[config.mk]
export PLATFORM = sky130hd
export DESIGN_NAME = sfl_regs
export DESIGN_NICKNAME = d
export VERILOG_FILES = /design/src/hdl/sfl_pkg.sv /design/src/hdl/sfl_regs.sv
export SDC_FILE = /design/constraint.sdc
export NUM_CORES = 1
export LEC_CHECK = 0
export BUFFER_PORTS_ARGS = -buffer_cell sky130_fd_sc_hd__buf_2
export CORE_MARGIN = 2
export CORE_UTILIZATION = 30
export DETAILED_ROUTE_END_ITERATION = 6
export GPL_ROUTABILITY_DRIVEN = 0
export HOLD_SLACK_MARGIN = 0.15
export MAX_ROUTING_LAYER = met4
export SYNTH_ARGS = -nofsm -noshare
export SYNTH_HDL_FRONTEND = slang
export SYNTH_SLANG_ARGS = --single-unit
[constraint.sdc]
create_clock -name clk_i -period 4.9 [get_ports clk_i]
set_clock_uncertainty 0.1 [all_clocks]
set_input_delay 0.98 -clock clk_i [delete_from_list [all_inputs] [get_ports clk_i]]
set_output_delay 0.98 -clock clk_i [all_outputs]
set_load 0.01 [all_outputs]
[src/hdl/sfl_pkg.sv]
// ---------------------------------------------------------------------------
// sfl_pkg
// shared constants, payload and control types and helper functions of the
// stereo freeze looper
// ---------------------------------------------------------------------------
`default_nettype none

package sfl_pkg;

  // store geometry
  localparam int unsigned STORE_DEPTH  = 65536;
  localparam int unsigned SAMPLE_WIDTH = 24;
  localparam int unsigned ADDR_W       = $clog2(STORE_DEPTH);
  localparam int unsigned PAIR_W       = 2 * SAMPLE_WIDTH;

  // register field widths
  localparam int unsigned BLEN_W   = 17;
  localparam int unsigned LOOP_W   = 17;
  localparam int unsigned SPEED_W  = 18;
  localparam int unsigned OFFSET_W = 16;

  // play position, unsigned Q16.16 below the loop limit
  localparam int unsigned FRAC_BITS = 16;
  localparam int unsigned POS_W     = LOOP_W + FRAC_BITS;
  localparam int unsigned POSX_W    = POS_W + 2;
  localparam int unsigned INT_W     = 16;

  // read index sum and its remainder pipeline
  localparam int unsigned SUM_W      = OFFSET_W + 1;
  localparam int unsigned MOD_STEPS  = 4;
  localparam int unsigned MOD_STAGES = (SUM_W + MOD_STEPS - 1) / MOD_STEPS;

  // queues
  localparam int unsigned CMD_DEPTH = 4;
  localparam int unsigned CMD_AW    = $clog2(CMD_DEPTH);
  localparam int unsigned OUT_DEPTH = 16;
  localparam int unsigned OUT_AW    = $clog2(OUT_DEPTH);
  localparam int unsigned OCC_W     = $clog2(OUT_DEPTH + 1);

  // apb
  localparam int unsigned APB_AW  = 5;
  localparam int unsigned APB_DW  = 32;
  localparam int unsigned REG_IW  = 3;

  typedef enum logic [REG_IW-1:0] {
    REG_BUFFER_LEN   = 3'd0,
    REG_LOOP_SIZE    = 3'd1,
    REG_PLAY_SPEED   = 3'd2,
    REG_START_OFFSET = 3'd3,
    REG_FREEZE_ON    = 3'd4,
    REG_LOOP_MODE    = 3'd5
  } reg_idx_e;

  typedef struct packed {
    logic signed [SAMPLE_WIDTH-1:0] left_in;
    logic signed [SAMPLE_WIDTH-1:0] right_in;
  } in_pair_t;

  typedef struct packed {
    logic signed [SAMPLE_WIDTH-1:0] left_out;
    logic signed [SAMPLE_WIDTH-1:0] right_out;
  } out_pair_t;

  typedef struct packed {
    logic [BLEN_W-1:0]   buffer_len;
    logic [LOOP_W-1:0]   loop_size;
    logic [SPEED_W-1:0]  play_speed;
    logic [OFFSET_W-1:0] start_offset;
    logic                freeze_on;
    logic                loop_mode;
  } cfg_t;

  // one classified item on its way to the store
  typedef struct packed {
    logic              wr_en;
    logic [ADDR_W-1:0] wr_addr;
    logic [PAIR_W-1:0] wdata;
    logic [SUM_W-1:0]  rd_sum;
  } cmd_t;

  function automatic logic [BLEN_W-1:0] eff_buffer_len(input logic [BLEN_W-1:0] len);
    logic [BLEN_W-1:0] res;
    if (len == '0) begin
      res = BLEN_W'(1);
    end else if (32'(len) > 32'(STORE_DEPTH)) begin
      res = BLEN_W'(STORE_DEPTH);
    end else begin
      res = len;
    end
    return res;
  endfunction

  function automatic logic [LOOP_W-1:0] eff_loop_size(input logic [LOOP_W-1:0] len);
    logic [LOOP_W-1:0] res;
    if (len == '0) begin
      res = LOOP_W'(1);
    end else if (len > LOOP_W'(65536)) begin
      res = LOOP_W'(65536);
    end else begin
      res = len;
    end
    return res;
  endfunction

  // a few restoring steps of the remainder, most significant shift first
  function automatic logic [SUM_W-1:0] mod_stage(input logic [SUM_W-1:0] r_in,
                                                 input logic [BLEN_W-1:0] divisor,
                                                 input int stage);
    logic [SUM_W-1:0] r;
    int k;
    r = r_in;
    for (int j = 0; j < int'(MOD_STEPS); j++) begin
      k = int'(SUM_W) - 1 - stage * int'(MOD_STEPS) - j;
      if (k >= 0) begin
        if (32'(r >> k) >= 32'(divisor)) begin
          r = r - SUM_W'(32'(divisor) << k);
        end
      end
    end
    return r;
  endfunction

endpackage

`default_nettype wire

[src/hdl/sfl_regs.sv]
// ---------------------------------------------------------------------------
// sfl_regs
// apb configuration registers of the looper
// ---------------------------------------------------------------------------
`default_nettype none

module sfl_regs (
  input  logic                        clk_i,
  input  logic                        rst_ni,
  input  logic                        psel,
  input  logic                        penable,
  input  logic                        pwrite,
  input  logic [sfl_pkg::APB_AW-1:0]  paddr,
  input  logic [sfl_pkg::APB_DW-1:0]  pwdata,
  output logic [sfl_pkg::APB_DW-1:0]  prdata,
  output logic                        pready,
  output sfl_pkg::cfg_t               cfg_o,
  output logic                        speed_wr_o
);

  import sfl_pkg::*;

  cfg_t              cfg_q, cfg_d;
  logic              wr_en;
  logic [REG_IW-1:0] idx;

  assign pready = 1'b1;
  assign idx    = paddr[APB_AW-1:2];
  assign wr_en  = psel && penable && pwrite && pready;

  always_comb begin
    cfg_d      = cfg_q;
    speed_wr_o = 1'b0;
    if (wr_en) begin
      case (idx)
        REG_BUFFER_LEN:   cfg_d.buffer_len   = pwdata[BLEN_W-1:0];
        REG_LOOP_SIZE:    cfg_d.loop_size    = pwdata[LOOP_W-1:0];
        REG_PLAY_SPEED: begin
          cfg_d.play_speed = pwdata[SPEED_W-1:0];
          speed_wr_o       = 1'b1;
        end
        REG_START_OFFSET: cfg_d.start_offset = pwdata[OFFSET_W-1:0];
        REG_FREEZE_ON:    cfg_d.freeze_on    = pwdata[0];
        REG_LOOP_MODE:    cfg_d.loop_mode    = pwdata[0];
        default: ;
      endcase
    end
  end

  always_comb begin
    case (idx)
      REG_BUFFER_LEN:   prdata = APB_DW'(cfg_q.buffer_len);
      REG_LOOP_SIZE:    prdata = APB_DW'(cfg_q.loop_size);
      REG_PLAY_SPEED:   prdata = APB_DW'(cfg_q.play_speed);
      REG_START_OFFSET: prdata = APB_DW'(cfg_q.start_offset);
      REG_FREEZE_ON:    prdata = APB_DW'(cfg_q.freeze_on);
      REG_LOOP_MODE:    prdata = APB_DW'(cfg_q.loop_mode);
      default:          prdata = '0;
    endcase
  end

  always_ff @(posedge clk_i or negedge rst_ni) begin
    if (!rst_ni) begin
      cfg_q.buffer_len   <= BLEN_W'(65536);
      cfg_q.loop_size    <= LOOP_W'(65536);
      cfg_q.play_speed   <= SPEED_W'(65536);
      cfg_q.start_offset <= '0;
      cfg_q.freeze_on    <= 1'b0;
      cfg_q.loop_mode    <= 1'b1;
    end else begin
      cfg_q <= cfg_d;
    end
  end

  assign cfg_o = cfg_q;

endmodule

`default_nettype wire

==> impl_metrics.csv <==
group,metric,value,unit
synth,synth_edf_count,0,
clock_network,post_cts_buffers,0,
cells_and_area,finalInstanceArea,4230,um^2
timing,layout_worst_path_cycle_share,0.739,
power,ir_worst_vdd,199,uV
timing,period_minus_slack,3.62,ns
critical_path,worstPathCellList,"buf_2 > mux4_2 > mux2_2 > buf_2",
global_route,grt_usage,0.143,
timing,tightest_slew,1.15,ns
timing,slew_headroom,0.237,
timing,finalSetupViolCount,0,
die,die_h,110,um
synth,async_flop_share,1.00,
clock_network,clock_latency,0.34,ns
synth,yosysMostFrequentCell,"dfrtp_1",
critical_path,cpMaxStageDelayCell,"mux4_2",
clock_network,clock-root-buffer,"clkbuf_8",
critical_path,arrival,2.54,ns
critical_path,start_kind,"primary input",
timing,max_freq,276,MHz
outcome,status,"finished clean",
critical_path,cp.required,3.82,ns
clock_network,clkTransAtPathRegs,0.06,ns
power,cellPowerDensity,408,nW/um^2
clock_network,clock_sinks,70,
synth,synth.ff_latch_count,70,
synth,ys_seq_area_frac,0.520,
cells_and_area,seqCellArea,1760,um^2
clock_network,cts_tree,"yes",
synth,synth.area.top_cells,"dfrtp_1 49%, mux2_2 20%, mux4_2 11%",
die,dieWidth,110,um
clock_network,clockBufferDepth,2,
cells_and_area,multi_input_area,1480,um^2
synth,synth_flop_cell,"dfrtp_1",
cells_and_area,diodes,0,
place,hpwlAfterDp,5600,um
routing,vias_per_cell,4.69,
die,coreArea,10900,um^2
critical_path,path_buf_inv,2,
cells_and_area,fillCellCount,1061,
synth,synth.top_cell.area_share,0.489,
cells_and_area,layout-drive-gt1-share,0.673,
synth,yosys.area.top_type,"dfrtp_1",
power,power,0.00173,W
cells_and_area,fin_util,0.389,
place,portBuffers,114,
critical_path,worstPathMaxFanout,20,
die,num_rows,38,
timing,finalSetupTns,0,ns
clock_network,cts_buffers,9,
place,place_area,4020,um^2
global_route,grt_antenna_before_repair,0,
power,p_leak,2.16,nW
critical_path,critPathKind,"primary input to output port",
critical_path,crit_top_cell,"buf_2",
clock_network,cts_max_level,3,
die,io_pins,146,
timing,grt_setup_unrepaired,"no",
synth,synthesis.area,3380,um^2
clock_network,postCtsResizedCells,0,
routing,drtIter0Drc,43,
die,start_util,0.310,
routing,wl_per_cell,17.1,um
timing,slew_viol_final,0,
critical_path,cp_slowest_stage_delay,0.58,ns
routing,routed_wl,8170,um
clock_network,hold_buffers,0,
flow_run,drv_cap,0,
timing,hold_viol,0,
global_route,grt-ovfl-total,0,
die,dieArea,12100,um^2
critical_path,end_kind,"output port",
worst_hold_path,hold_class,"flop to flop",
cells_and_area,largest_reg_flops,70,
global_route,first_global_vias,2268,
synth,ys_warn_count,0,
cells_and_area,fin_nets,376,
routing,vias,2246,
synth,synth_cell_types,24,
synth,synthCells,218,
routing,dr.pass1.iters,4,
global_route,grt_max_degree,40,
critical_path,cpLargestDelayFamily,"multiplexers",
routing,ant_nets,0,
cells_and_area,area_growth,25.4,%
global_route,grt_pass1_wl,12400,um
routing,drc,0,
synth,synth_commonest_cells,"66 x dfrtp_1, 61 x mux2_2, 16 x buf_4, 16 x mux4_2, 16 x nor2b_1",
synth,avgSynthCellArea,15.5,um^2
## per-layer routing
layer,vias to the layer above,share of wire,GRT usage
li1,990,-,-
met1,1164,0.42,0.168
met2,84,0.52,0.242
met3,8,0.055,0.0335
met4,0,0.011,0.0488
met5,-,0,-
## cell type report
class / instances / share of cell area
Sequential cell: 70 / 0.415
Multi-Input combinational cell: 134 / 0.349
Timing Repair Buffer: 119 / 0.144
Tap cell: 140 / 0.0414
Clock buffer: 12 / 0.0343
Clock inverter: 4 / 0.0165
## layout by cell type (no fill, tap or decap), drive strengths merged
cell	synthesis	layout
dfrtp	66	66
and3b	1	1
nor2	5	5
mux2i	2	2
or3	1	1
dfstp	4	4
nor3	1	1
mux4	16	16
nand2	1	1
clkinv	0	2
buf	25	119
nand4	1	1
conb	2	15
nor3b	1	1
nor2b	16	16
bufinv	0	2
a2bb2oi	1	1
mux2	71	71
nand2b	1	1
clkbuf	2	12
nand4b	1	1
## cell families after synthesis
kind of cell,synth area share
other,0.00222
AO/OA/AOI/OAI,0.00259
flip-flops,0.520
multiplexers,0.361
buffers and inverters,0.0575
AND/OR/NAND/NOR,0.0567
## metrics by stage
stage	setup WS (ns)	instances	hold slack (ns)
6_report	1.28	479	0.429
5_1_grt	1.17	479	0.451
4_1_cts	1.21	479	0.432
3_5_place_dp	1.21	463	0.414
3_3_place_gp	1.24	463	0.405
2_1_floorplan	1.76	231	0.464
## power by group
group	switching (W)	internal, W
Clock	0.000208	0.000300
Combinational	0.000195	0.000248
Sequential	0.0000824	0.000696
Total	0.000486	0.00124
## path summary, 6_finish.rpt
| kind | to | slack, ns | cells after the start | from |
|---|---|---|---|---|
| worst max-delay path | prdata[0] | 1.28 | 4 | paddr[2] |
| worst min-delay path | cfg_o[31]$_DFFE_PN0P_ | 0.43 | 1 | cfg_o[31]$_DFFE_PN0P_ |
| worst max register to register | cfg_o[33]$_DFFE_PN0P_ | 4.02 | 1 | cfg_o[33]$_DFFE_PN0P_ |
| worst min register to register | cfg_o[31]$_DFFE_PN0P_ | 0.43 | 1 | cfg_o[31]$_DFFE_PN0P_ |
| max in group asynchronous | cfg_o[11]$_DFFE_PN0P_ | 3.07 | 2 | rst_ni |
| min in group asynchronous | cfg_o[61]$_DFFE_PN0P_ | 0.65 | 1 | rst_ni |
Power figures use the tool's default switching activity.
