## config.mk

```make
export PLATFORM = sky130hd
export DESIGN_NAME = sfl_front
export DESIGN_NICKNAME = d
export VERILOG_FILES = /design/src/hdl/sfl_pkg.sv /design/src/hdl/sfl_front.sv
export SDC_FILE = /design/constraint.sdc
export NUM_CORES = 1
export LEC_CHECK = 0
export ABC_CLOCK_PERIOD_IN_PS = 17900
export BUFFER_PORTS_ARGS = -buffer_cell sky130_fd_sc_hd__buf_2
export CAP_MARGIN = 20
export CORE_MARGIN = 2
export CORE_UTILIZATION = 40
export CTS_CLUSTER_DIAMETER = 50
export DETAILED_ROUTE_END_ITERATION = 8
export PLACE_DENSITY = 0.65
export RECOVER_POWER = 50
export SYNTH_ARGS = -nofsm -noshare
export SYNTH_HDL_FRONTEND = slang
export SYNTH_SLANG_ARGS = --single-unit
```

## constraint.sdc

```tcl
create_clock -name clk_i -period 17.9 [get_ports clk_i]
set_clock_uncertainty 0.2 [all_clocks]
set_input_delay 3.58 -clock clk_i [delete_from_list [all_inputs] [get_ports clk_i]]
set_output_delay 3.58 -clock clk_i [all_outputs]
set_load 0.005 [all_outputs]
```

## src/hdl/sfl_pkg.sv

```systemverilog
// ---------------------------------------------------------------------------
// sfl_pkg
// shared constants, payload and control types and helper functions of the
// stereo freeze looper
// ---------------------------------------------------------------------------
`default_nettype none

package sfl_pkg;

  // store geometry
  localparam int unsigned STORE_DEPTH  = 65536;
  localparam int unsigned SAMPLE_WIDTH = 24;
  localparam int unsigned ADDR_W       = $clog2(STORE_DEPTH);
  localparam int unsigned PAIR_W       = 2 * SAMPLE_WIDTH;

  // register field widths
  localparam int unsigned BLEN_W   = 17;
  localparam int unsigned LOOP_W   = 17;
  localparam int unsigned SPEED_W  = 18;
  localparam int unsigned OFFSET_W = 16;

  // play position, unsigned Q16.16 below the loop limit
  localparam int unsigned FRAC_BITS = 16;
  localparam int unsigned POS_W     = LOOP_W + FRAC_BITS;
  localparam int unsigned POSX_W    = POS_W + 2;
  localparam int unsigned INT_W     = 16;

  // read index sum and its remainder pipeline
  localparam int unsigned SUM_W      = OFFSET_W + 1;
  localparam int unsigned MOD_STEPS  = 4;
  localparam int unsigned MOD_STAGES = (SUM_W + MOD_STEPS - 1) / MOD_STEPS;

  // queues
  localparam int unsigned CMD_DEPTH = 4;
  localparam int unsigned CMD_AW    = $clog2(CMD_DEPTH);
  localparam int unsigned OUT_DEPTH = 16;
  localparam int unsigned OUT_AW    = $clog2(OUT_DEPTH);
  localparam int unsigned OCC_W     = $clog2(OUT_DEPTH + 1);

  // apb
  localparam int unsigned APB_AW  = 5;
  localparam int unsigned APB_DW  = 32;
  localparam int unsigned REG_IW  = 3;

  typedef enum logic [REG_IW-1:0] {
    REG_BUFFER_LEN   = 3'd0,
    REG_LOOP_SIZE    = 3'd1,
    REG_PLAY_SPEED   = 3'd2,
    REG_START_OFFSET = 3'd3,
    REG_FREEZE_ON    = 3'd4,
    REG_LOOP_MODE    = 3'd5
  } reg_idx_e;

  typedef struct packed {
    logic signed [SAMPLE_WIDTH-1:0] left_in;
    logic signed [SAMPLE_WIDTH-1:0] right_in;
  } in_pair_t;

  typedef struct packed {
    logic signed [SAMPLE_WIDTH-1:0] left_out;
    logic signed [SAMPLE_WIDTH-1:0] right_out;
  } out_pair_t;

  typedef struct packed {
    logic [BLEN_W-1:0]   buffer_len;
    logic [LOOP_W-1:0]   loop_size;
    logic [SPEED_W-1:0]  play_speed;
    logic [OFFSET_W-1:0] start_offset;
    logic                freeze_on;
    logic                loop_mode;
  } cfg_t;

  // one classified item on its way to the store
  typedef struct packed {
    logic              wr_en;
    logic [ADDR_W-1:0] wr_addr;
    logic [PAIR_W-1:0] wdata;
    logic [SUM_W-1:0]  rd_sum;
  } cmd_t;

  function automatic logic [BLEN_W-1:0] eff_buffer_len(input logic [BLEN_W-1:0] len);
    logic [BLEN_W-1:0] res;
    if (len == '0) begin
      res = BLEN_W'(1);
    end else if (32'(len) > 32'(STORE_DEPTH)) begin
      res = BLEN_W'(STORE_DEPTH);
    end else begin
      res = len;
    end
    return res;
  endfunction

  function automatic logic [LOOP_W-1:0] eff_loop_size(input logic [LOOP_W-1:0] len);
    logic [LOOP_W-1:0] res;
    if (len == '0) begin
      res = LOOP_W'(1);
    end else if (len > LOOP_W'(65536)) begin
      res = LOOP_W'(65536);
    end else begin
      res = len;
    end
    return res;
  endfunction

  // a few restoring steps of the remainder, most significant shift first
  function automatic logic [SUM_W-1:0] mod_stage(input logic [SUM_W-1:0] r_in,
                                                 input logic [BLEN_W-1:0] divisor,
                                                 input int stage);
    logic [SUM_W-1:0] r;
    int k;
    r = r_in;
    for (int j = 0; j < int'(MOD_STEPS); j++) begin
      k = int'(SUM_W) - 1 - stage * int'(MOD_STEPS) - j;
      if (k >= 0) begin
        if (32'(r >> k) >= 32'(divisor)) begin
          r = r - SUM_W'(32'(divisor) << k);
        end
      end
    end
    return r;
  endfunction

endpackage

`default_nettype wire

```

## src/hdl/sfl_front.sv

```systemverilog
// ---------------------------------------------------------------------------
// sfl_front
// accepts sample pairs, advances write index and play position, and emits
// one store transaction per item
// ---------------------------------------------------------------------------
`default_nettype none

module sfl_front (
  input  logic              clk_i,
  input  logic              rst_ni,
  input  sfl_pkg::cfg_t     cfg_i,
  input  logic              speed_wr_i,
  input  logic              push_i,
  input  sfl_pkg::in_pair_t pair_i,
  input  logic              room_i,
  output logic              full_o,
  output logic              cmd_valid_o,
  output sfl_pkg::cmd_t     cmd_o
);

  import sfl_pkg::*;

  logic [ADDR_W-1:0]  wr_idx_q, wr_idx_d;
  logic [POS_W-1:0]   pos_q, pos_d;
  logic               backward_q, backward_d;
  logic               accept;
  logic               flip;
  logic [BLEN_W-1:0]  blen;
  logic [LOOP_W-1:0]  loop_eff;
  logic [ADDR_W:0]    wr_idx_inc;
  logic [INT_W-1:0]   pos_int;
  logic signed [POSX_W-1:0] cur, spd, lim, p_raw, p_adj, p_fin;

  assign accept      = push_i && room_i;
  assign full_o      = !room_i;
  assign cmd_valid_o = accept;

  always_comb begin
    blen     = eff_buffer_len(cfg_i.buffer_len);
    loop_eff = eff_loop_size(cfg_i.loop_size);
    lim      = $signed({2'b00, loop_eff, {FRAC_BITS{1'b0}}});
    cur      = $signed({2'b00, pos_q});
    spd      = $signed({{(POSX_W-SPEED_W){1'b0}}, cfg_i.play_speed});
    p_raw    = backward_q ? cur - spd : cur + spd;
    flip     = 1'b0;
    if (!cfg_i.loop_mode) begin
      // wraparound
      if (p_raw >= lim) begin
        p_adj = p_raw - lim;
      end else if (p_raw < 0) begin
        p_adj = p_raw + lim;
      end else begin
        p_adj = p_raw;
      end
    end else begin
      // ping-pong reflection
      if (p_raw >= lim) begin
        p_adj = (lim <<< 1) - p_raw;
        flip  = 1'b1;
      end else if (p_raw < 0) begin
        p_adj = -p_raw;
        flip  = 1'b1;
      end else begin
        p_adj = p_raw;
      end
    end
    // still outside after one correction
    if (p_adj < 0) begin
      p_fin = '0;
    end else if (p_adj >= lim) begin
      p_fin = lim - 1;
    end else begin
      p_fin = p_adj;
    end
  end

  always_comb begin
    wr_idx_inc = {1'b0, wr_idx_q} + (ADDR_W+1)'(1);
    wr_idx_d   = wr_idx_q;
    pos_d      = pos_q;
    backward_d = backward_q;
    if (accept) begin
      wr_idx_d   = (32'(wr_idx_inc) >= 32'(blen)) ? '0 : wr_idx_inc[ADDR_W-1:0];
      pos_d      = p_fin[POS_W-1:0];
      backward_d = backward_q ^ flip;
    end
    if (speed_wr_i) begin
      backward_d = 1'b0;
    end
  end

  assign pos_int = p_fin[FRAC_BITS +: INT_W];

  always_comb begin
    cmd_o.wr_en   = !cfg_i.freeze_on;
    cmd_o.wr_addr = wr_idx_q;
    cmd_o.wdata   = PAIR_W'(pair_i);
    cmd_o.rd_sum  = SUM_W'(cfg_i.start_offset) + SUM_W'(pos_int);
  end

  always_ff @(posedge clk_i or negedge rst_ni) begin
    if (!rst_ni) begin
      wr_idx_q   <= '0;
      pos_q      <= '0;
      backward_q <= 1'b0;
    end else begin
      wr_idx_q   <= wr_idx_d;
      pos_q      <= pos_d;
      backward_q <= backward_d;
    end
  end

endmodule

`default_nettype wire

```

==> out/metrics.cfg <==
[route]
ant_nets = 0
drt_iter0_markers = 1126
dr_total_vias = 12000
wl_um = 40000
remaining_drc_errors = 0
route.detailed.wl_per_inst_um = 19.9
drtPass1Iterations = 6
via_per_inst = 5.95

[cts]
clock_path_buffers = 2
clk_pin_slew_ns = 0.08
root_buffer = clkbuf_16
cts_tree = done
numCtsBuffers = 5
hold_buffers = 0
cts_sinks = 50
clkLatencyLatePin_ns = 0.31
cts_max_level = 2

[critical_path]
crit_path_frequent_cell = o21a_1
crit_fanout = 11
path_delay_family = compound AO/OA/AOI/OAI gates
cp.required_ns = 14.12
critPathMaxStageDelay_ns = 0.58
cp-end-kind = output pin
crit_buf_inv = 6
crit_type = in -> out
slowest_stage = or4_4
critPathLaunchType = input pin
cp.arrival_ns = 13.62

[sta]
min_period_ns = 17.40
fmax_ghz = 0.0575
fin_tns_setup_ns = 0
max_slew_margin = -1.01
slew_violations = 51
setup_viol = 0
max_slew.worst_pin.slew_ns = 3.01
worst_slack_ns = 0.504
finalCritPeriodShare = 0.972
hold_violations = 0

[layout]
multiInputGateArea_sq_mm = 0.00911
drive_gt1_frac = 0.145
final_cell_mix = nand2_1, nor2_1, ha_1
finalCoreUtilization = 0.448
diodes = 0
syn_to_final_growth_pct = 10.7
fin_nets = 1902
seqCellArea_sq_mm = 0.00125
nFillCells = 2876
design_area_sq_mm = 0.0124
final_common_cell = nand2_1

[yosys]
synth_warnings = 0
synth_compound_area_frac = 0.278
ys_async_sr_fraction = 1.00
yosys.area_share.simple = 0.242
synth_flop_cell = dfrtp_1
ys_ff_latch = 50
synth_top_family_by_area = compound AO/OA/AOI/OAI gates
ys_seq_area_frac = 0.112
synthDistinctLibCells = 88
muxShareOfSynthArea = 0.0222
synthXorXnorAreaFrac = 0.0859
synthAdderAreaFrac = 0.165
avgSynthCellArea_sq_um = 7.14
syn_area_sq_mm = 0.0112
syn_nets = 1838
syn_inst = 1570
synth_edf_count = 0

[run]
maxCapViolCount = 1

[power_and_ir_drop]
cellPowerDensity_mw_per_mm2 = 214
peakVddDrop_mv = 0.187
leakagePower_nw = 5.83
power_mw = 2.65

[placed_design]
io_buffer_count = 110
dp_hpwl_um = 32100
place_area_sq_mm = 0.0120
dpl_worst_slack_ns = -0.197
gp_congestion = 1.00

[global_route]
grt_start_max_net_pins = 53
grt_pass1_wl_um = 61900
grt_pass1_vias = 11400
grtUsageTotal = 0.265
antenna_found_initial = 0
grt_overflow_total = 0

[floorplan]
die_area_sq_mm = 0.0294
ios = 207
num_rows = 61
die_w_um = 171
start_util = 0.405
fp.coreArea_sq_mm = 0.0277
die_h_um = 171

[status]
status = complete, but fails checks
violations = max-capacitance violations, max-slew violations

[worst_hold_path]
hp-class = reg -> reg

[area by class of cell]
type,count,share of cell area
flip-flops and latches,50,0.101
inverters,110,0.0333
multi-input cells,1293,0.734
repair buffers,174,0.0817
well taps,378,0.0381
clock buffers,5,0.0101
clock inverters,3,0.00212
[path summary, 6_finish.rpt]
path | start | to | slack (ns) | depth (start not counted)
setup / recovery | cfg_i[27] | cmd_o[15] | 0.50 | 55
hold / removal | pos_q[3] | pos_q[3] | 0.33 | 2
setup reg to reg | pos_q[17] | pos_q[27] | 9.36 | 35
hold reg to reg | pos_q[3] | pos_q[3] | 0.33 | 2
max in group asynchronous | rst_ni | pos_q[15] | 11.63 | 2
min in group asynchronous | rst_ni | pos_q[4] | 4.14 | 2
[per-stage QoR]
step	std cells	hold WS, ns
final	2013	0.330
after global routing	2013	0.362
after CTS	2005	0.331
after detailed placement	1997	0.312
after global placement	1997	0.299
after floorplan	1570	0.279
[per-layer routing]
metal / routed length, um / share of wire / track usage / vias to the layer above
met5: 0 / 0 / 0 / -
met4: 1680 / 0.042 / 0.109 / 0
met3: 2590 / 0.065 / 0.0299 / 121
met2: 18700 / 0.47 / 0.443 / 539
met1: 17000 / 0.43 / 0.347 / 5599
li1: - / - / - / 5726
[report_power, final]
part           switching, mW  internal, mW  total (mW)
logic                   1.38         0.961        2.34
registers             0.0542         0.151       0.205
clock network         0.0536        0.0535       0.107
[Yosys cell counts (all sizes together) (13+ instances only)]
library cell	number	area share
nand2	178	0.060
nor2	143	0.048
ha	140	0.16
a21oi	117	0.053
inv	110	0.037
o21ai	99	0.045
xnor2	81	0.063
buf	62	0.040
clkbuf	55	0.018
dfrtp	50	0.11
a21o	41	0.027
nand4	31	0.017
nand3	30	0.013
nor3	30	0.013
xor2	29	0.023
nor4	26	0.016
o21bai	23	0.015
nand2b	22	0.012
nor2b	21	0.012
o21a	18	0.012
mux2i	17	0.015
a211oi	16	0.012
a32o	14	0.012
o211ai	14	0.011
and2	13	0.0073
o211a	13	0.012
[registers in the layout, summed over array words and instances, names as in the netlist]
register / cells
pos_q: 33
wr_idx_q: 16
backward_q: 1
[worst min-delay path: cells and delay by family, from the launching register on]
| family | cells | cell delay, ns |
|---|---|---|
| simple gates | 1 | 0.06 |
| compound gates | 1 | 0.06 |
| flops | 1 | 0.38 |
[cells by family after synthesis]
family	count (synthesis)
compound gates	459
xor+xnor	110
fa+ha+maj	145
buf+inv	227
flops	50
mux	24
simple gates	555
[repair_timing]
item,CTS,global route
setup buffers,0,7
pin swaps,0,8
setup endpoints to repair,4,8
gates resized for setup,3,51
Power figures use the tool's default switching activity.
