--- src/hdl/sfl_pkg.sv ---
// ---------------------------------------------------------------------------
// sfl_pkg
// shared constants, payload and control types and helper functions of the
// stereo freeze looper
// ---------------------------------------------------------------------------
`default_nettype none

package sfl_pkg;

  // store geometry
  localparam int unsigned STORE_DEPTH  = 65536;
  localparam int unsigned SAMPLE_WIDTH = 24;
  localparam int unsigned ADDR_W       = $clog2(STORE_DEPTH);
  localparam int unsigned PAIR_W       = 2 * SAMPLE_WIDTH;

  // register field widths
  localparam int unsigned BLEN_W   = 17;
  localparam int unsigned LOOP_W   = 17;
  localparam int unsigned SPEED_W  = 18;
  localparam int unsigned OFFSET_W = 16;

  // play position, unsigned Q16.16 below the loop limit
  localparam int unsigned FRAC_BITS = 16;
  localparam int unsigned POS_W     = LOOP_W + FRAC_BITS;
  localparam int unsigned POSX_W    = POS_W + 2;
  localparam int unsigned INT_W     = 16;

  // read index sum and its remainder pipeline
  localparam int unsigned SUM_W      = OFFSET_W + 1;
  localparam int unsigned MOD_STEPS  = 4;
  localparam int unsigned MOD_STAGES = (SUM_W + MOD_STEPS - 1) / MOD_STEPS;

  // queues
  localparam int unsigned CMD_DEPTH = 4;
  localparam int unsigned CMD_AW    = $clog2(CMD_DEPTH);
  localparam int unsigned OUT_DEPTH = 16;
  localparam int unsigned OUT_AW    = $clog2(OUT_DEPTH);
  localparam int unsigned OCC_W     = $clog2(OUT_DEPTH + 1);

  // apb
  localparam int unsigned APB_AW  = 5;
  localparam int unsigned APB_DW  = 32;
  localparam int unsigned REG_IW  = 3;

  typedef enum logic [REG_IW-1:0] {
    REG_BUFFER_LEN   = 3'd0,
    REG_LOOP_SIZE    = 3'd1,
    REG_PLAY_SPEED   = 3'd2,
    REG_START_OFFSET = 3'd3,
    REG_FREEZE_ON    = 3'd4,
    REG_LOOP_MODE    = 3'd5
  } reg_idx_e;

  typedef struct packed {
    logic signed [SAMPLE_WIDTH-1:0] left_in;
    logic signed [SAMPLE_WIDTH-1:0] right_in;
  } in_pair_t;

  typedef struct packed {
    logic signed [SAMPLE_WIDTH-1:0] left_out;
    logic signed [SAMPLE_WIDTH-1:0] right_out;
  } out_pair_t;

  typedef struct packed {
    logic [BLEN_W-1:0]   buffer_len;
    logic [LOOP_W-1:0]   loop_size;
    logic [SPEED_W-1:0]  play_speed;
    logic [OFFSET_W-1:0] start_offset;
    logic                freeze_on;
    logic                loop_mode;
  } cfg_t;

  // one classified item on its way to the store
  typedef struct packed {
    logic              wr_en;
    logic [ADDR_W-1:0] wr_addr;
    logic [PAIR_W-1:0] wdata;
    logic [SUM_W-1:0]  rd_sum;
  } cmd_t;

  function automatic logic [BLEN_W-1:0] eff_buffer_len(input logic [BLEN_W-1:0] len);
    logic [BLEN_W-1:0] res;
    if (len == '0) begin
      res = BLEN_W'(1);
    end else if (32'(len) > 32'(STORE_DEPTH)) begin
      res = BLEN_W'(STORE_DEPTH);
    end else begin
      res = len;
    end
    return res;
  endfunction

  function automatic logic [LOOP_W-1:0] eff_loop_size(input logic [LOOP_W-1:0] len);
    logic [LOOP_W-1:0] res;
    if (len == '0) begin
      res = LOOP_W'(1);
    end else if (len > LOOP_W'(65536)) begin
      res = LOOP_W'(65536);
    end else begin
      res = len;
    end
    return res;
  endfunction

  // a few restoring steps of the remainder, most significant shift first
  function automatic logic [SUM_W-1:0] mod_stage(input logic [SUM_W-1:0] r_in,
                                                 input logic [BLEN_W-1:0] divisor,
                                                 input int stage);
    logic [SUM_W-1:0] r;
    int k;
    r = r_in;
    for (int j = 0; j < int'(MOD_STEPS); j++) begin
      k = int'(SUM_W) - 1 - stage * int'(MOD_STEPS) - j;
      if (k >= 0) begin
        if (32'(r >> k) >= 32'(divisor)) begin
          r = r - SUM_W'(32'(divisor) << k);
        end
      end
    end
    return r;
  endfunction

endpackage

`default_nettype wire

--- src/hdl/sfl_cmd_fifo.sv ---
// ---------------------------------------------------------------------------
// sfl_cmd_fifo
// short transaction queue between the front and the back
// ---------------------------------------------------------------------------
`default_nettype none

module sfl_cmd_fifo (
  input  logic          clk_i,
  input  logic          rst_ni,
  input  logic          push_i,
  input  sfl_pkg::cmd_t data_i,
  output logic          full_o,
  input  logic          pop_i,
  output logic          valid_o,
  output sfl_pkg::cmd_t data_o
);

  import sfl_pkg::*;

  cmd_t              slot_q [CMD_DEPTH];
  logic [CMD_AW-1:0] wptr_q, rptr_q;
  logic [CMD_AW:0]   count_q;

  assign full_o  = (count_q == (CMD_AW+1)'(CMD_DEPTH));
  assign valid_o = (count_q != '0);
  assign data_o  = slot_q[rptr_q];

  always_ff @(posedge clk_i) begin
    if (push_i) begin
      slot_q[wptr_q] <= data_i;
    end
  end

  always_ff @(posedge clk_i or negedge rst_ni) begin
    if (!rst_ni) begin
      wptr_q  <= '0;
      rptr_q  <= '0;
      count_q <= '0;
    end else begin
      if (push_i) begin
        wptr_q <= (wptr_q == CMD_AW'(CMD_DEPTH - 1)) ? '0 : wptr_q + CMD_AW'(1);
      end
      if (pop_i) begin
        rptr_q <= (rptr_q == CMD_AW'(CMD_DEPTH - 1)) ? '0 : rptr_q + CMD_AW'(1);
      end
      count_q <= count_q + (CMD_AW+1)'(push_i) - (CMD_AW+1)'(pop_i);
    end
  end

endmodule

`default_nettype wire

--- config.mk ---
export PLATFORM = sky130hd
export DESIGN_NAME = sfl_cmd_fifo
export DESIGN_NICKNAME = d
export VERILOG_FILES = /design/src/hdl/sfl_pkg.sv /design/src/hdl/sfl_cmd_fifo.sv
export SDC_FILE = /design/constraint.sdc
export NUM_CORES = 1
export LEC_CHECK = 0
export ABC_AREA = 1
export BUFFER_PORTS_ARGS = -buffer_cell sky130_fd_sc_hd__buf_2
export CORE_ASPECT_RATIO = 1.75
export CORE_MARGIN = 4
export CORE_UTILIZATION = 58
export DETAILED_ROUTE_END_ITERATION = 10
export PLACE_DENSITY = 0.8
export SLEW_MARGIN = 5
export SYNTH_ARGS = -nofsm -noshare
export SYNTH_HDL_FRONTEND = slang
export SYNTH_SLANG_ARGS = --single-unit
--- constraint.sdc ---
create_clock -name clk_i -period 3.6 [get_ports clk_i]
set_clock_uncertainty 0.1 [all_clocks]
set_input_delay 0.72 -clock clk_i [delete_from_list [all_inputs] [get_ports clk_i]]
set_output_delay 0.72 -clock clk_i [all_outputs]
set_load 0.01 [all_outputs]
==> impl_metrics.py, run 1 <==
metrics = {
    "clocking": {
        "cts_tree": "built",
        "cts_setup_buffers": 0,
        "clk_pin_slew_ns": 0.07,
        "cts_max_level": 1,
        "cts_sinks": 335,
        "clk_latency_ns": 0.54,
        "cts_max_path_buffers": 3,
        "post_cts_resized": 0,
        "root_buffer": "clkbuf_16",
        "cts_buffers": 28,
        "holdBufCountCts": 1,
    },
    "layout": {
        "final_common_cell": "nand2_1",
        "design_area_um2": 16270,
        "layout-drive-gt1-share": 0.1531,
        "nets": 1588,
        "final_cell_mix": "nand2_1, inv_1, edfxtp_1",
        "area_growth_syn_to_layout_pct": 15.20,
        "fill_cells": 1787,
        "final_util": 0.6772,
    },
    "synthesis": {
        "avgSynthCellArea_um2": 10.58,
        "syn_inst": 1335,
        "synth_top_family_by_area": "simple AND/OR/NAND/NOR gates",
        "synthMuxAreaShare": 0,
        "synth-xor-area-share": 0,
        "synthSimpleGateAreaFrac": 0.1722,
        "ys_ff_latch": 335,
        "synthAdderAreaFrac": 0.007620,
        "synth_compound_area_frac": 0.001418,
        "yosysWarnings": 0,
        "yosysSeqAreaShare": 0.7099,
        "ys_types": 16,
        "synthesis.area_um2": 14120,
        "syn-num-nets": 1429,
    },
    "place": {
        "placed_area_um2": 15280,
        "io_buffers": 169,
        "dp_hpwl_um": 17130,
        "gp_congestion": 0.7706,
    },
    "critical_path": {
        "worstPathMaxFanout": 54,
        "worst_setup_path_end_kind": "primary output",
        "cp.arrival_ns": 2.39,
        "crit_path_start_kind": "flop",
        "r2r_start": "rptr_q[1]",
        "rr_worst_depth": 4,
        "reg2reg_to": "rptr_q[1]",
        "path_class": "flop to primary output",
        "regToRegSetupSlack_ns": 1.51,
        "critPathRequiredTime_ns": 2.78,
    },
    "global_routing": {
        "grt_pass1_vias": 9378,
        "grt_overflow_total": 0,
        "grt_pass1_wl_um": 46290,
        "antenna_found_initial": 11,
        "grt_start_max_net_pins": 167,
        "grtUsageTotal": 0.2154,
    },
    "detailed_routing": {
        "routed_wl_um": 29110,
        "drc": 0,
        "drtAntennaViolNets": 0,
        "wl_per_cell_um": 15.90,
        "routed_via_density": 4.999,
        "firstDrtPassIters": 5,
        "drt_iter0_drc": 610,
        "vias": 9154,
    },
    "flow_run": {
        "cap_violations": 0,
    },
    "sta": {
        "hold_viol": 0,
        "setup-violations-final": 0,
        "period_share": 0.8930,
        "slew_headroom": 0.4712,
        "final.min_clock_period_ns": 3.215,
        "worst_pin_slew_ns": 0.7932,
        "rsz0062_at_grt": "no",
        "tns_ns": 0,
        "fmax_mhz": 311.1,
        "maxSlewViolCount": 0,
    },
    "hold_path": {
        "min_path_type": "input pin to flop",
        "hold_path_depth": 1,
        "hold_start": "data_i[23]",
        "hold_end": "slot_q[0][23]",
    },
    "die": {
        "die_w_um": 126.0,
        "die_height_um": 214.4,
        "row_count": 75,
        "ios": 170,
        "fp.dieArea_um2": 27010,
        "coreArea_um2": 24020,
        "floorplan.initialDensity": 0.5878,
    },
    "power": {
        "p_leak_nw": 7.629,
        "max-vdd-ir-drop_v": 0.0006632,
        "power_density_nw_per_um2": 753.8,
    },
    "outcome": {
        "status": "completed",
    },
}
## critical path, cell delays in order, from the launching register on
cell	delay, ns
dfrtp_4	0.68
buf_4	0.66
nand3_1	0.19
nand2_1	0.13
buf_2	0.16
## flip-flops by register name, summed over array words and instances (netlist names)
signal,count
wptr_q,2
slot_q,328
rptr_q,2
count_q,3
## power by group
part | switching [mW] | internal [mW] | total (mW)
logic | 2.68 | 1.25 | 3.93
registers | 0.208 | 5.00 | 5.21
clock network | 1.29 | 1.83 | 3.13
total | 4.18 | 8.08 | 12.3
## metrics by stage
| step | worst slack (ns) | cells | hold WS [ns] | power [mW] |
|---|---|---|---|---|
| after floorplan | 0.7171 | 1335 | 0.3244 | 7.752 |
| after global placement | 0.9607 | 1771 | 0.4415 | 9.145 |
| after detailed placement | 0.9662 | 1771 | 0.4750 | 9.251 |
| after CTS | 0.3718 | 1823 | 0.2643 | 12.38 |
| after global routing | 0.2742 | 1831 | 0.2654 | 13.01 |
| final | 0.3853 | 1831 | 0.2854 | 12.26 |
## Yosys cell counts, drive strengths merged
master,number,area share
ha,7,0.0062
nor2,2,0.00053
clkbuf,14,0.0037
dfrtp,7,0.012
inv,342,0.091
nand2,423,0.11
fa,1,0.0014
nand3,166,0.059
nor3,1,0.00035
o21ai,4,0.0014
edfxtp,328,0.70
buf,40,0.014
## routing by layer
| layer | vias to the layer above | share of wire | track usage |
|---|---|---|---|
| li1 | 4477 | - | - |
| met1 | 4333 | 0.36 | 0.2364 |
| met2 | 287 | 0.54 | 0.4062 |
| met3 | 51 | 0.064 | 0.03913 |
| met4 | 6 | 0.031 | 0.08304 |
| met5 | - | 0.0013 | 0 |
## cell type report
cell class | count | area, um^2 | area share
clock buffer | 35 | 748.2 | 0.04599
clock inverter | 16 | 210.2 | 0.01292
inverter | 342 | 1297 | 0.07976
sequential | 335 | 10030 | 0.6167
antenna | 8 | 20.02 | 0.001231
multi-input combinational | 604 | 2559 | 0.1573
timing repair buffer | 183 | 1016 | 0.06245
tap | 308 | 385.4 | 0.02369
## how the worst max path moves through the flow
stage | start | endpoint | slack [ns] | cells past startpoint
floorplan | push_i | slot_q[2][0] | 0.72 | 2
global placement | rptr_q[1] | data_o[19] | 0.96 | 4
detailed placement | rptr_q[1] | data_o[29] | 0.97 | 5
CTS | rptr_q[1] | data_o[30] | 0.37 | 4
global route | rptr_q[1] | data_o[29] | 0.27 | 4
finish | rptr_q[1] | data_o[30] | 0.39 | 4
## cell families (layout without fill, tap and decap cells)
logic type	count (synthesis)	in the layout
other cells	0	8
compound gates	4	4
fa+ha+maj	8	8
buf+inv	396	576
simple gates	592	592
flops	335	335
(Power assumes the default switching activity.)
==> run 2, diff against run 1 <==
--- a/config.mk
+++ b/config.mk
@@ -6,12 +6,13 @@
 export NUM_CORES = 1
 export LEC_CHECK = 0
 export ABC_AREA = 1
+export ABC_CLOCK_PERIOD_IN_PS = 3550
 export BUFFER_PORTS_ARGS = -buffer_cell sky130_fd_sc_hd__buf_2
 export CORE_ASPECT_RATIO = 1.75
 export CORE_MARGIN = 4
 export CORE_UTILIZATION = 58
 export DETAILED_ROUTE_END_ITERATION = 10
-export PLACE_DENSITY = 0.8
+export PLACE_DENSITY_LB_ADDON = 0.05
 export SLEW_MARGIN = 5
 export SYNTH_ARGS = -nofsm -noshare
 export SYNTH_HDL_FRONTEND = slang
==> constraint.sdc (replaced) <==
create_clock -name clk_i -period 3.55 [get_ports clk_i]
set_clock_uncertainty 0.1 [all_clocks]
set_input_delay 0.71 -clock clk_i [delete_from_list [all_inputs] [get_ports clk_i]]
set_output_delay 0.71 -clock clk_i [all_outputs]
set_load 0.01 [all_outputs]
==> run 2 against run 1 <==
Net effect: non-clock buffer count increased by 5; sequential cell count unchanged; clock power decreased by 2%; total power increased by 0.62%; sequential power increased by 1%; sequential share of layout area decreased by 0.10 points; cell count increased by 0.33%; critical endpoint is now data_o[43]; largest power group unchanged; highest routed layer unchanged.
==> impl_metrics.py, run 2 (synthesis results as in run 1) <==
metrics = {
    "critical_path": {
        "cp_slowest_cell": "dfrtp_4",
        "worst_setup_path_end_kind": "primary output",
        "path_class": "flop to primary output",
        "reg2reg_to": "slot_q[0][46]",
        "rr_worst_depth": 5,
        "startpoint": "rptr_q[0]",
        "path_common_cell": "nand2_1",
        "crit_end": "data_o[43]",
        "worstPathMaxFanout": 50,
        "crit_path_start_kind": "flop",
        "regToRegSetupSlack_ns": 1.57,
        "cp_slowest_stage_delay_ns": 0.50,
        "cp.arrival_ns": 2.32,
        "crit_chain": "inv_4 > buf_4 > nand2_1 > nand3_1 > nand2_1 > buf_2",
        "r2r_start": "wptr_q[0]",
        "critPathRequiredTime_ns": 2.74,
    },
    "clocking": {
        "cts_setup_buffers": 0,
        "cts_tree": "built",
        "cts_buffers": 30,
        "clk_latency_ns": 0.56,
        "cts_max_level": 1,
        "cts_max_path_buffers": 3,
        "cts_sinks": 335,
        "root_buffer": "clkbuf_16",
        "clk_pin_slew_ns": 0.07,
    },
    "sta": {
        "fmax_mhz": 319.4,
        "period_share": 0.8820,
        "setup-violations-final": 0,
        "worst_pin_slew_ns": 0.7587,
        "tns_ns": 0,
        "maxSlewViolCount": 0,
        "rsz0062_at_grt": "no",
        "setup_ws_ns": 0.4190,
        "final.min_clock_period_ns": 3.131,
        "slew_headroom": 0.4942,
        "hold_viol": 0,
    },
    "layout": {
        "multi_input_comb_area_um2": 2559,
        "area_growth_syn_to_layout_pct": 15.39,
        "final_common_cell": "nand2_1",
        "fill_cells": 1882,
        "nets": 1595,
        "biggestRegsByFlops": "slot_q (328), count_q (3)",
        "largest_reg_flops": 328,
        "final_util": 0.6783,
        "layout.area.seq_um2": 10030,
        "largest_register": "slot_q",
        "final_cell_mix": "nand2_1, inv_1, edfxtp_1",
        "layout-drive-gt1-share": 0.1554,
        "layoutNonFillerInstCount": 1837,
    },
    "global_routing": {
        "grt_pass1_vias": 9167,
        "busiest_layer": "met2",
        "grt_pass1_wl_um": 45860,
        "grt_overflow_total": 0,
        "grtUsageMet1": 0.2458,
        "grt_start_max_net_pins": 167,
        "use_met2": 0.3980,
        "grtUsageTotal": 0.2149,
        "grt_use_met3": 0.03614,
        "antenna_found_initial": 7,
    },
    "die": {
        "die_height_um": 214.4,
        "floorplan.initialDensity": 0.5878,
        "coreArea_um2": 24020,
        "row_count": 75,
        "die_w_um": 126.0,
        "ios": 170,
        "fp.dieArea_um2": 27010,
    },
    "detailed_routing": {
        "routed_via_density": 4.922,
        "wl_per_cell_um": 15.68,
        "drtAntennaViolNets": 0,
        "drt_iter0_drc": 517,
        "firstDrtPassIters": 5,
        "drc": 0,
        "vias": 9041,
        "routed_wl_um": 28800,
    },
    "place": {
        "io_buffers": 169,
        "dp_slack_ns": 1.003,
        "gp_congestion": 0.7696,
        "dp_hpwl_um": 17200,
        "placed_cells": 1776,
    },
    "power": {
        "p_leak_nw": 7.660,
        "power_density_nw_per_um2": 757.3,
        "finalPower_mw": 12.34,
        "max-vdd-ir-drop_v": 0.0005094,
    },
    "hold_path": {
        "min_path_type": "input pin to flop",
    },
    "flow_run": {
        "cap_violations": 0,
    },
    "outcome": {
        "status": "completed",
    },
}
-- run 2: cell count changes in the layout (fill, tap and decap cells not counted), sizes merged --
cell and change:
bufinv -4, clkbuf +5, diode -4, clkinv +6, buf +5, clkinvlp -2
-- run 2: worst max-delay path, delay by kind of cell, from the launching register on --
family                 cells  cell delay (ns)
flip-flops                 1             0.50
AND/OR/NAND/NOR            3             0.27
buffers and inverters      3             0.96
-- run 2: power breakdown --
part	total (mW)	switching (mW)	leakage [nW]	internal [mW]
sequential	5.26	0.188	3.09	5.07
combinational	4.03	2.72	4.10	1.31
clock	3.06	1.35	0.463	1.71
-- run 2: what timing repair did --
action | CTS | global route
hold buffers | 1 | 0
gates resized for setup | 0 | 0
endpoints found under the hold margin | 7 | 0
-- run 2: how the worst min path moves through the flow --
stage | start | end | slack [ns] | cells after the start
2_1_floorplan | rst_ni | count_q[0] | 0.31 | 0
3_3_place_gp | count_q[2] | count_q[2] | 0.44 | 3
3_5_place_dp | count_q[2] | count_q[2] | 0.46 | 3
4_1_cts | data_i[19] | slot_q[0][19] | 0.24 | 1
5_1_grt | data_i[64] | slot_q[3][64] | 0.25 | 1
6_report | data_i[19] | slot_q[2][19] | 0.26 | 1
-- run 2: cell type report --
| type | instances | area share |
|---|---|---|
| Clock buffer | 40 | 0.05091 |
| Sequential cell | 335 | 0.6157 |
| Multi-Input combinational cell | 604 | 0.1570 |
| Tap cell | 308 | 0.02365 |
| Clock inverter | 16 | 0.006297 |
| Timing Repair Buffer | 188 | 0.06619 |
| Inverter | 342 | 0.07963 |
| Antenna cell | 4 | 0.0006143 |
-- run 2: metrics by stage --
stage / hold slack (ns) / cell area, um^2
floorplan: 0.3144 / 14120
global placement: 0.4391 / 15340
detailed placement: 0.4594 / 15340
CTS: 0.2362 / 16280
global route: 0.2477 / 16290
finish: 0.2560 / 16290
-- run 2: metal layers --
metal  vias up  part of all wire
met5         -            0.0013
met4         6             0.032
met3        56             0.058
met2       223              0.54
met1      4261              0.37
li1       4495                 -
==> run 3, diff against run 2 <==
--- a/config.mk
+++ b/config.mk
@@ -7,11 +7,11 @@
 export LEC_CHECK = 0
 export ABC_AREA = 1
 export ABC_CLOCK_PERIOD_IN_PS = 3550
-export BUFFER_PORTS_ARGS = -buffer_cell sky130_fd_sc_hd__buf_2
 export CORE_ASPECT_RATIO = 1.75
 export CORE_MARGIN = 4
-export CORE_UTILIZATION = 58
+export CORE_UTILIZATION = 59
 export DETAILED_ROUTE_END_ITERATION = 10
+export DONT_BUFFER_PORTS = 1
 export PLACE_DENSITY_LB_ADDON = 0.05
 export SLEW_MARGIN = 5
 export SYNTH_ARGS = -nofsm -noshare
==> run 3 against run 2 <==
Net effect: worst setup slack better by 0.048 ns; sequential cell count stayed put; sequential power is 0.8% lower; core utilization is 2.0 points lower; sequential share of layout area is 3.5 points higher; via count is 8.8% lower; total power is 4.4% lower; final area is 5.3% lower; cell count is 9.8% lower; largest power group unchanged; critical path type unchanged.
==> impl_metrics.py, run 3 (synthesis results as in run 1) <==
metrics = {
    "critical_path": {
        "cp.arrival_ns": 2.27,
        "r2r_start": "rptr_q[1]",
        "cp_slowest_cell": "dfrtp_4",
        "crit_chain": "inv_4 > buf_4 > nand2_1 > nand3_1 > nand2_1",
        "cp_num_cells": 5,
        "path_class": "flop to primary output",
        "startpoint": "rptr_q[0]",
        "path_common_cell": "nand2_1",
        "critPathRequiredTime_ns": 2.74,
        "rr_worst_depth": 4,
        "reg2reg_to": "rptr_q[1]",
        "path_buf_inv": 2,
        "cp_top_family": "buffers and inverters",
        "crit_path_start_kind": "flop",
        "worst_setup_path_end_kind": "primary output",
        "regToRegSetupSlack_ns": 1.59,
        "crit_end": "data_o[60]",
        "worstPathMaxFanout": 54,
        "cp_slowest_stage_delay_ns": 0.50,
    },
    "clocking": {
        "post_cts_resized": 0,
        "cts_buffers": 29,
        "cts_max_path_buffers": 3,
        "cts_setup_buffers": 0,
        "cts_max_level": 1,
        "cts_sinks": 335,
        "cts_tree": "built",
        "clk_pin_slew_ns": 0.06,
        "root_buffer": "clkbuf_16",
        "clk_latency_ns": 0.55,
        "holdBufCountCts": 1,
    },
    "sta": {
        "setup-violations-final": 0,
        "period_share": 0.8684,
        "tns_ns": 0,
        "slew_headroom": 0.2878,
        "hold_slack_ns": 0.1353,
        "rsz0062_at_grt": "no",
        "setup_ws_ns": 0.4673,
        "hold_viol": 0,
        "worst_pin_slew_ns": 1.068,
        "maxSlewViolCount": 0,
        "final.min_clock_period_ns": 3.083,
        "fmax_mhz": 324.4,
    },
    "detailed_routing": {
        "vias": 8244,
        "routed_via_density": 4.975,
        "drc": 0,
        "wl_per_cell_um": 16.48,
        "routed_wl_um": 27310,
        "drt_iter0_drc": 443,
        "drtAntennaViolNets": 0,
        "firstDrtPassIters": 5,
    },
    "global_routing": {
        "grt_start_max_net_pins": 167,
        "antenna_found_initial": 0,
        "grtUsageTotal": 0.2025,
        "grt_overflow_total": 0,
        "grt_pass1_vias": 7965,
        "grt_pass1_wl_um": 42120,
    },
    "power": {
        "p_leak_nw": 6.996,
        "power_density_nw_per_um2": 764.6,
        "finalPower_mw": 11.79,
        "max-vdd-ir-drop_v": 0.0005402,
    },
    "place": {
        "gp_congestion": 0.7412,
        "placed_cells": 1603,
        "dp_slack_ns": 0.9796,
        "dp_hpwl_um": 15750,
        "io_buffers": 0,
        "placed_area_um2": 14460,
    },
    "layout": {
        "area_growth_syn_to_layout_pct": 9.224,
        "layoutNonFillerInstCount": 1657,
        "nets": 1425,
        "n_antenna_cell": 0,
        "final_util": 0.6584,
        "final_cell_mix": "nand2_1, inv_1, edfxtp_1",
        "final_common_cell": "nand2_1",
        "largest_reg_flops": 328,
        "biggestRegsByFlops": "slot_q (328), count_q (3)",
        "largest_register": "slot_q",
        "design_area_um2": 15420,
        "layout-drive-gt1-share": 0.05248,
    },
    "flow_run": {
        "cap_violations": 0,
    },
    "outcome": {
        "status": "completed",
    },
    "die": {
        "ios": 170,
        "floorplan.initialDensity": 0.6028,
        "die_w_um": 124.9,
        "fp.dieArea_um2": 26570,
        "die_height_um": 212.7,
        "coreArea_um2": 23430,
        "row_count": 74,
    },
    "hold_path": {
        "min_path_type": "input pin to flop",
    },
}
-- run 3: per-layer routing --
layer	track usage	up-vias	wire length, um
met5	0	-	0
met4	0.06961	0	681
met3	0.05582	38	2033
met2	0.3797	176	14630
met1	0.2205	3892	9964
li1	-	4138	-
-- run 3: worst min-delay path by stage --
stage / slack [ns] / endpoint / from / cells after the start
detailed placement: 0.31 / count_q[0] / rst_ni / 0
floorplan: 0.31 / count_q[0] / rst_ni / 0
global route: 0.12 / rptr_q[0] / pop_i / 1
finish: 0.14 / rptr_q[0] / pop_i / 1
CTS: 0.10 / rptr_q[0] / pop_i / 1
global placement: 0.31 / count_q[0] / rst_ni / 0
-- run 3: cell type report --
type | instances | area, um^2
well taps | 304 | 380.4
repair buffers | 19 | 207.7
inverters | 342 | 1292
multi-input cells | 604 | 2559
flip-flops and latches | 335 | 10030
fillers | 1756 | 8001
clock inverters | 21 | 215.2
clock buffers | 32 | 737.0
-- run 3: power breakdown --
| group | switching [mW] | total [mW] | internal, mW |
|---|---|---|---|
| clock | 1.35 | 3.14 | 1.79 |
| combinational | 2.59 | 3.44 | 0.847 |
| sequential | 0.143 | 5.22 | 5.07 |
| total | 4.08 | 11.8 | 7.71 |
